File: src/sv/avidmx_pkg.sv
// ---------------------------------------------------------------------------
// avidmx_pkg
// Shared codes and helpers for the AVI movi video chunk demultiplexer.
// ---------------------------------------------------------------------------
package avidmx_pkg;

    // Parse phases
    localparam logic [2:0] PH_HEADER   = 3'd0;
    localparam logic [2:0] PH_LISTTYPE = 3'd1;
    localparam logic [2:0] PH_SKIP     = 3'd2;
    localparam logic [2:0] PH_FRAME    = 3'd3;
    localparam logic [2:0] PH_PAD      = 3'd4;

    // Result status codes
    localparam logic [2:0] ST_BYTE   = 3'd0;
    localparam logic [2:0] ST_TOOBIG = 3'd1;
    localparam logic [2:0] ST_EMPTY  = 3'd2;
    localparam logic [2:0] ST_FORMAT = 3'd3;
    localparam logic [2:0] ST_END    = 3'd4;

    // Configuration register indexes
    localparam logic [1:0] CFG_MOVI_BYTES     = 2'd0;
    localparam logic [1:0] CFG_VIDEO_STREAM   = 2'd1;
    localparam logic [1:0] CFG_FRAME_CAPACITY = 2'd2;

    // ASCII characters used in chunk ids
    localparam logic [7:0] CH_ZERO = 8'h30;
    localparam logic [7:0] CH_NINE = 8'h39;
    localparam logic [7:0] CH_L    = 8'h4C;
    localparam logic [7:0] CH_I    = 8'h49;
    localparam logic [7:0] CH_S    = 8'h53;
    localparam logic [7:0] CH_T    = 8'h54;
    localparam logic [7:0] CH_D    = 8'h64;
    localparam logic [7:0] CH_C    = 8'h63;
    localparam logic [7:0] CH_B    = 8'h62;

    typedef logic [2:0] t_status;

    // Tens digit (0..12) of a 7-bit stream number, by threshold compares
    function automatic logic [3:0] stream_tens(input logic [6:0] vs);
        logic [3:0] tens;
        tens = 4'd0;
        for (int k = 1; k <= 12; k++) begin
            if (vs >= 7'(k * 10)) begin
                tens = 4'(k);
            end
        end
        return tens;
    endfunction

endpackage

File: src/sv/avi_movi_video_chunk_demux_top.sv
// Latency: a result word is registered on the clock edge that accepts its
// input byte and is offered from the next cycle on.
// Throughput: one byte per clock while the result channel is not stalled; all
// parsing for a byte is a single pass of logic between the parse-state registers and the output register.
// Reset: synchronous active low; clears parse state, config registers and the
// output valid flag.
// ---------------------------------------------------------------------------
// avi_movi_video_chunk_demux_top
// Walks the chunks of an AVI movi region byte by byte and delivers the
// payload bytes of one video stream with frame index and last marker.
// ---------------------------------------------------------------------------
module avi_movi_video_chunk_demux_top
    import avidmx_pkg::*;
(
    input  logic        i_clk,
    input  logic        i_rst_n,
    // configuration
    input  logic        i_cfg_we,
    input  logic [1:0]  i_cfg_index,
    input  logic [31:0] i_cfg_data,
    // input byte channel
    input  logic        i_in_valid,
    output logic        o_in_ready,
    input  logic        i_start_of_stream,
    input  logic [7:0]  i_stream_byte,
    // result channel
    output logic        o_out_valid,
    input  logic        i_out_ready,
    output logic [2:0]  o_status,
    output logic [7:0]  o_frame_byte,
    output logic [31:0] o_frame_index,
    output logic        o_last_of_frame,
    output logic [31:0] o_chunk_length
);

    // Configuration registers
    logic [31:0] r_movi_bytes;
    logic [31:0] r_frame_capacity;
    logic [7:0]  r_vid_c0;
    logic [7:0]  r_vid_c1;
    logic [3:0]  w_tens;
    logic [6:0]  w_ones;

    // Parse state
    logic [2:0]  r_phase,    n_phase;
    logic [63:0] r_shift,    n_shift;
    logic [3:0]  r_hcnt,     n_hcnt;
    logic [31:0] r_pos,      n_pos;
    logic [31:0] r_left,     n_left;
    logic        r_pad,      n_pad;
    logic [31:0] r_fcnt,     n_fcnt;
    logic [31:0] r_curlen,   n_curlen;
    logic        r_halt,     n_halt;

    // Output register
    logic        r_out_valid;
    t_status     r_status,   n_status;
    logic [7:0]  r_fbyte,    n_fbyte;
    logic [31:0] r_findex;
    logic        r_last,     n_last;
    logic [31:0] r_clen,     n_clen;
    logic        n_emit;

    // State after an optional start-of-stream clear
    logic [2:0]  s_phase;
    logic [63:0] s_shift;
    logic [3:0]  s_hcnt;
    logic [31:0] s_pos;
    logic [31:0] s_left;
    logic        s_pad;
    logic [31:0] s_fcnt;
    logic [31:0] s_curlen;
    logic        s_halt;

    // Header decode helpers
    logic [7:0]  w_c0, w_c1, w_c2, w_c3;
    logic [31:0] w_len;
    logic [33:0] w_chunk_end;
    logic        w_is_list, w_numbered, w_video;
    logic [31:0] w_left_dec;
    logic        w_accept;
    logic        w_end_hit;

    assign w_accept   = i_in_valid && o_in_ready;
    assign o_in_ready = !r_out_valid || i_out_ready;

    // Stream number to ASCII digits, worked out once per write
    assign w_tens = stream_tens(i_cfg_data[6:0]);
    assign w_ones = i_cfg_data[6:0] - 7'(w_tens) * 7'd10;

    always_ff @(posedge i_clk) begin
        if (!i_rst_n) begin
            r_movi_bytes     <= '0;
            r_frame_capacity <= '0;
            r_vid_c0         <= CH_ZERO;
            r_vid_c1         <= CH_ZERO;
        end else if (i_cfg_we) begin
            case (i_cfg_index)
                CFG_MOVI_BYTES: begin
                    r_movi_bytes <= i_cfg_data;
                end
                CFG_VIDEO_STREAM: begin
                    r_vid_c0 <= CH_ZERO + {4'd0, w_tens};
                    r_vid_c1 <= CH_ZERO + {1'b0, w_ones};
                end
                CFG_FRAME_CAPACITY: begin
                    r_frame_capacity <= i_cfg_data;
                end
                default: begin
                end
            endcase
        end
    end

    // Start of stream clears position, counters and parse state
    always_comb begin
        if (i_start_of_stream) begin
            s_phase  = PH_HEADER;
            s_shift  = '0;
            s_hcnt   = '0;
            s_pos    = '0;
            s_left   = '0;
            s_pad    = 1'b0;
            s_fcnt   = '0;
            s_curlen = '0;
            s_halt   = 1'b0;
        end else begin
            s_phase  = r_phase;
            s_shift  = r_shift;
            s_hcnt   = r_hcnt;
            s_pos    = r_pos;
            s_left   = r_left;
            s_pad    = r_pad;
            s_fcnt   = r_fcnt;
            s_curlen = r_curlen;
            s_halt   = r_halt;
        end
    end

    // Header fields as they stand once this byte is shifted in
    assign n_shift     = {i_stream_byte, s_shift[63:8]};
    assign w_c0        = n_shift[7:0];
    assign w_c1        = n_shift[15:8];
    assign w_c2        = n_shift[23:16];
    assign w_c3        = n_shift[31:24];
    assign w_len       = n_shift[63:32];
    // chunk end = (position - 7) + 8 + length
    assign w_chunk_end = {2'b00, s_pos} + 34'd1 + {2'b00, w_len};
    assign w_is_list   = (w_c0 == CH_L) && (w_c1 == CH_I) && (w_c2 == CH_S) && (w_c3 == CH_T);
    assign w_numbered  = (w_c0 inside {[CH_ZERO:CH_NINE]}) && (w_c1 inside {[CH_ZERO:CH_NINE]});
    assign w_video     = (w_c2 == CH_D) && ((w_c3 == CH_C) || (w_c3 == CH_B))
                      && (w_c0 == r_vid_c0) && (w_c1 == r_vid_c1);
    assign w_left_dec  = (s_left != '0) ? s_left - 32'd1 : s_left;
    assign w_end_hit   = (s_hcnt == '0)
                      && (({1'b0, s_pos} + 33'd8) > {1'b0, r_movi_bytes});

    // One byte of parsing
    always_comb begin
        n_phase  = s_phase;
        n_hcnt   = s_hcnt;
        n_left   = s_left;
        n_pad    = s_pad;
        n_fcnt   = s_fcnt;
        n_curlen = s_curlen;
        n_halt   = s_halt;
        n_pos    = s_pos;
        n_emit   = 1'b0;
        n_status = ST_BYTE;
        n_fbyte  = '0;
        n_last   = 1'b0;
        n_clen   = '0;

        if (!s_halt) begin
            case (s_phase)
                PH_HEADER: begin
                    if (w_end_hit) begin
                        n_halt   = 1'b1;
                        n_emit   = 1'b1;
                        n_status = ST_END;
                    end else begin
                        n_hcnt = s_hcnt + 4'd1;
                        if (s_hcnt == 4'd7) begin
                            n_hcnt = '0;
                            if (w_is_list) begin
                                n_phase = PH_LISTTYPE;
                                n_left  = 32'd4;
                            end else if (!w_numbered) begin
                                if ((w_len == '0)
                                    || (w_chunk_end > {2'b00, r_movi_bytes})) begin
                                    n_halt   = 1'b1;
                                    n_emit   = 1'b1;
                                    n_status = ST_FORMAT;
                                end else begin
                                    n_left  = w_len;
                                    n_pad   = w_len[0];
                                    n_phase = PH_SKIP;
                                end
                            end else if (w_chunk_end > ({2'b00, r_movi_bytes} + 34'd2)) begin
                                n_halt   = 1'b1;
                                n_emit   = 1'b1;
                                n_status = ST_FORMAT;
                            end else if (!w_video) begin
                                n_left  = w_len;
                                n_pad   = w_len[0];
                                n_phase = (w_len == '0) ? PH_HEADER : PH_SKIP;
                            end else begin
                                n_curlen = w_len;
                                if (w_len == '0) begin
                                    n_phase  = PH_HEADER;
                                    n_emit   = 1'b1;
                                    n_status = ST_EMPTY;
                                end else if (w_len > r_frame_capacity) begin
                                    n_emit   = 1'b1;
                                    n_status = ST_TOOBIG;
                                    n_clen   = w_len;
                                    n_fcnt   = s_fcnt + 32'd1;
                                    n_left   = w_len;
                                    n_pad    = w_len[0];
                                    n_phase  = PH_SKIP;
                                end else begin
                                    n_left  = w_len;
                                    n_pad   = w_len[0];
                                    n_phase = PH_FRAME;
                                end
                            end
                        end
                    end
                end
                PH_LISTTYPE: begin
                    n_left = w_left_dec;
                    if (w_left_dec == '0) begin
                        n_phase = PH_HEADER;
                    end
                end
                PH_SKIP: begin
                    n_left = w_left_dec;
                    if (w_left_dec == '0) begin
                        n_phase = s_pad ? PH_PAD : PH_HEADER;
                    end
                end
                PH_FRAME: begin
                    n_left   = w_left_dec;
                    n_emit   = 1'b1;
                    n_status = ST_BYTE;
                    n_fbyte  = i_stream_byte;
                    n_clen   = s_curlen;
                    n_last   = (w_left_dec == '0);
                    if (w_left_dec == '0) begin
                        n_fcnt  = s_fcnt + 32'd1;
                        n_phase = s_pad ? PH_PAD : PH_HEADER;
                    end
                end
                PH_PAD: begin
                    n_pad   = 1'b0;
                    n_phase = PH_HEADER;
                end
                default: begin
                    n_phase = PH_HEADER;
                    n_hcnt  = '0;
                end
            endcase

            // Position advances, saturating, except on the end-of-region byte
            if (!w_end_hit || (s_phase != PH_HEADER)) begin
                if (s_pos != '1) begin
                    n_pos = s_pos + 32'd1;
                end
            end
        end
    end

    // Parse-state registers, updated on each accepted byte
    always_ff @(posedge i_clk) begin
        if (!i_rst_n) begin
            r_phase  <= PH_HEADER;
            r_shift  <= '0;
            r_hcnt   <= '0;
            r_pos    <= '0;
            r_left   <= '0;
            r_pad    <= 1'b0;
            r_fcnt   <= '0;
            r_curlen <= '0;
            r_halt   <= 1'b0;
        end else if (w_accept) begin
            r_phase  <= n_phase;
            r_shift  <= (s_halt || (s_phase != PH_HEADER) || w_end_hit) ? s_shift : n_shift;
            r_hcnt   <= n_hcnt;
            r_pos    <= n_pos;
            r_left   <= n_left;
            r_pad    <= n_pad;
            r_fcnt   <= n_fcnt;
            r_curlen <= n_curlen;
            r_halt   <= n_halt;
        end
    end

    // Output word register
    always_ff @(posedge i_clk) begin
        if (!i_rst_n) begin
            r_out_valid <= 1'b0;
        end else if (w_accept && n_emit) begin
            r_out_valid <= 1'b1;
        end else if (i_out_ready) begin
            r_out_valid <= 1'b0;
        end
    end

    always_ff @(posedge i_clk) begin
        if (w_accept && n_emit) begin
            r_status <= n_status;
            r_fbyte  <= n_fbyte;
            r_findex <= s_fcnt;
            r_last   <= n_last;
            r_clen   <= n_clen;
        end
    end

    assign o_out_valid     = r_out_valid;
    assign o_status        = r_status;
    assign o_frame_byte    = r_fbyte;
    assign o_frame_index   = r_findex;
    assign o_last_of_frame = r_last;
    assign o_chunk_length  = r_clen;

endmodule

File: config.mk
export PLATFORM = sky130hd
export DESIGN_NAME = avi_movi_video_chunk_demux_top
export DESIGN_NICKNAME = d
export VERILOG_FILES = /design/src/sv/avidmx_pkg.sv /design/src/sv/avi_movi_video_chunk_demux_top.sv
export SDC_FILE = /design/constraint.sdc
export NUM_CORES = 2
export LEC_CHECK = 0
export BUFFER_PORTS_ARGS = -buffer_cell sky130_fd_sc_hd__buf_2
export CORE_UTILIZATION = 25
export CTS_CLUSTER_SIZE = 10
export DETAILED_ROUTE_END_ITERATION = 12
export SLEW_MARGIN = 25
export SYNTH_ARGS = -nofsm -noshare
export SYNTH_HDL_FRONTEND = slang
export SYNTH_SLANG_ARGS = --single-unit
export TNS_END_PERCENT = 20
File: constraint.sdc
create_clock -name i_clk -period 12.8 [get_ports i_clk]
set_input_delay 1.28 -clock i_clk [delete_from_list [all_inputs] [get_ports i_clk]]
set_output_delay 1.28 -clock i_clk [all_outputs]
set_load 0.005 [all_outputs]
==> summary.md <==
| Metric | Value |
|---|---|
| Initial antenna violation count | 0 |
| Hold-fix buffers, CTS | 0 |
| Largest net degree at the start of global routing | 86 |
| Total track usage | 0.178 |
| Max-slew headroom | 0.237 |
| Pleak | just over 0.01 uW |
| Clock slew at reported path FFs | about 0.060 ns |
| Post-Syn Nets | around 3200 |
| Die width | approximately 310 um |
| Ranking of synthesized cells by area | dfxtp_1 (23%), edfxtp_1 (9.7%), ha_1 (9.0%) |
| Startpoint Class | primary input |
| Post-route DRC | 0 |
| Largest stage delay, worst path | approximately 0.63 ns |
| Synth Flop Type | dfxtp_1 |
| Worst VDD drop | 0.0872 mV |
| Post-synthesis sequential area ratio | 0.327 |
| Synthesis-stage register bit count | 346 |
| Crit path buf inv count | 4 |
| Fill count | between 10000 and 15000 |
| Iteration-0 DRC Markers | 2458 |
| Post-synth EDFFs | 76 |
| Most numerous cell in the Yosys netlist | nand2_1 |
| CP delay by family, top | compound AO/OA/AOI/OAI gates |
| CTS tree | yes |
| H-tree depth | 2 |
| Initial cell density of the core | 0.252 |
| Synth area leader | dfxtp_1 |
| Setup CP Type | in2reg |
| Power density cells | between 100 and 150 nW/um^2 |
| Status | finished, final reports clean |
| Final setup TNS | 0 ns |
| Distinct cells, synth | 95 |
| PortBufs | approximately 130 |
| Arrival time worst endpoint | around 9.6 ns |
| Number of global-route vias before repair | 20900 |
| Post-CTS Setup Bufs | 0 |
| Placeable Area | around 93000 sq um |
| Avg Inst Size Synth | approximately 8 sq um |
| I/O pin count | roughly 130 |
| Yosys warnings | 0 |
| Global-route wire length before repair | 132000 um |
| Grt total ovfl | 0 |
| Final Setup Violations | 0 |
| Mapped cell area | 23500 sq um |
| Post_cts resized | 0 |
| Tmin final | 9.36 ns |
| Routed len/inst | a little over 20 um |
| RSZ-0062 raised after global routing | false |
| RD Place Congestion | 0.949 |
| Synth async-reset ratio | 0 |
| Hold WC Path Type | reg2reg |
| Peak Freq | roughly 110 MHz |
| Req. time, crit path | between 10 and 15 ns |
| Die area | 95300 sq um |
| CP max-delay cell | buf_4 |
| Pre-antenna DRT Iters | 6 |
| Via-to-Cell Ratio | ~5.4 |
| Detailed placement HPWL | approximately 63000 um |
| Maximum clock path buffer count | 3 |
| Worst-Margin Slew | 1.14 ns |
| Root Driver | clkbuf_16 |
| R2R setup slack | 4.45 ns |
| MaxCap Viol Count | 0 |
| Routed Antenna Nets | 0 |
| Most frequent cells after synthesis | nand2_1 (339), nor2_1 (301), dfxtp_1 (270), a21oi_1 (237), ha_1 (169) |
| Share of post-route cells with drive strength above 1 | 0.0900 |
| Post-Route WL | 87500 um |
| Diode count | 0 |
| Die H | ~310 um |
| Nets | between 3000 and 4000 |
| Worst-Skew Late Latency | approximately 0.58 ns |
| Cells after synthesis | ~3000 |
| Clk_skew | 0.0284 ns |
| Area Overhead vs Synth | 13.2% |
| Final worst path period share | 0.731 |
| CTS buffer count | 42 |
| Crit-path max FO | slightly above 70 |
| Fin. max-slew vios | 0 |
| Cell mode on critical path | a21oi_1 |
| CTS Sinks | roughly 350 |
| Rows | 112 |
| Top cell type's share of synthesized area | 0.230 |
| Hold Vio Cnt, Final | 0 |
| Vias post-DR | between 20000 and 25000 |
| CP endpoint kind | flop |
| Final Core Density | 0.286 |
==> power breakdown <==
group | switching, uW | internal [uW]
Clock | 495 | 626
Sequential | 27.8 | 1140
Combinational | 349 | 162
Total | 872 | 1930
==> area by class of cell <==
type	instances	area [sq um]	share of cell area
Inverter	130	494	0.0186
Clock inverter	7	82.6	0.00310
Sequential cell	346	7690	0.289
Tap cell	1254	1570	0.0589
Timing Repair Buffer	163	917	0.0345
Multi-Input combinational cell	2304	14700	0.553
Clock buffer	62	1160	0.0434
==> path summary, 6_finish.rpt <==
check	start	endpoint	cells after the start
hold reg to reg	r_frame_capacity[1]	r_frame_capacity[1]	2
hold / removal	r_frame_capacity[1]	r_frame_capacity[1]	2
setup reg to reg	r_shift[49]	o_frame_byte[5]	23
setup / recovery	i_start_of_stream	o_frame_byte[5]	25
==> cell families (layout without fill, tap and decap cells) <==
kind of cell | after synthesis | count (layout) | share of synthesized area
AO/OA/AOI/OAI | 820 | 820 | 0.231
buffers and inverters | 304 | 362 | 0.0499
multiplexers | 11 | 11 | 0.00474
flip-flops | 346 | 346 | 0.327
adder cells (fa/ha/maj) | 177 | 177 | 0.0946
AND/OR/NAND/NOR | 1161 | 1161 | 0.243
XOR/XNOR | 135 | 135 | 0.0503
==> flip-flops by register name, indices dropped and copies added (netlist names) <==
signal	count
o_chunk_length	32
r_fcnt	32
r_frame_capacity	32
r_movi_bytes	32
r_pad	1
r_shift	56
r_halt	1
o_frame_index	32
r_phase	3
o_status	3
r_vid_c0	4
r_vid_c1	8
r_hcnt	4
r_pos	32
r_left	32
o_out_valid	1
r_curlen	32
o_frame_byte	8
o_last_of_frame	1
==> tightest hold or removal path: stages, from the launching register on <==
cell	delay, ns
dfxtp_1	0.31
nand2_1	0.05
a21oi_1	0.05
==> placed cells by master, fill, tap and decap left out, types with 28 or more instances in the layout <==
master     count
nand2_1      339
nor2_1       300
dfxtp_1      270
a21oi_1      236
ha_1         169
o21ai_0      127
inv_1        127
buf_2        124
nor2b_1      108
a22oi_1       93
nand3_1       91
xnor2_1       86
edfxtp_1      76
nand4_1       63
a21o_1        59
nor3_1        50
xor2_1        49
clkbuf_16     42
buf_4         38
and3_1        32
a22o_1        30
a211oi_1      28
nor4_1        28
==> routing by layer <==
layer	vias up	wire length (um)	GRT usage
met5	-	0	0
met1	11100	40400	0.263
met4	0	3140	0.0617
met2	1062	36200	0.259
met3	155	7750	0.0290
li1	10800	-	-
==> stage by stage <==
step | worst slack, ns | cell area, sq um | power (uW) | std cells | hold WS (ns)
after global routing | 2.97 | 26600 | 2910 | 4266 | 0.468
final | 3.44 | 26600 | 2800 | 4266 | 0.453
after CTS | 3.63 | 26600 | 2800 | 4266 | 0.455
after detailed placement | 3.13 | 25400 | 1680 | 4197 | 0.447
after global placement | 3.34 | 25400 | 1680 | 4197 | 0.442
after floorplan | 2.13 | 23500 | 1520 | 2954 | 0.432
No activity file was read; power rests on OpenSTA's default activity.
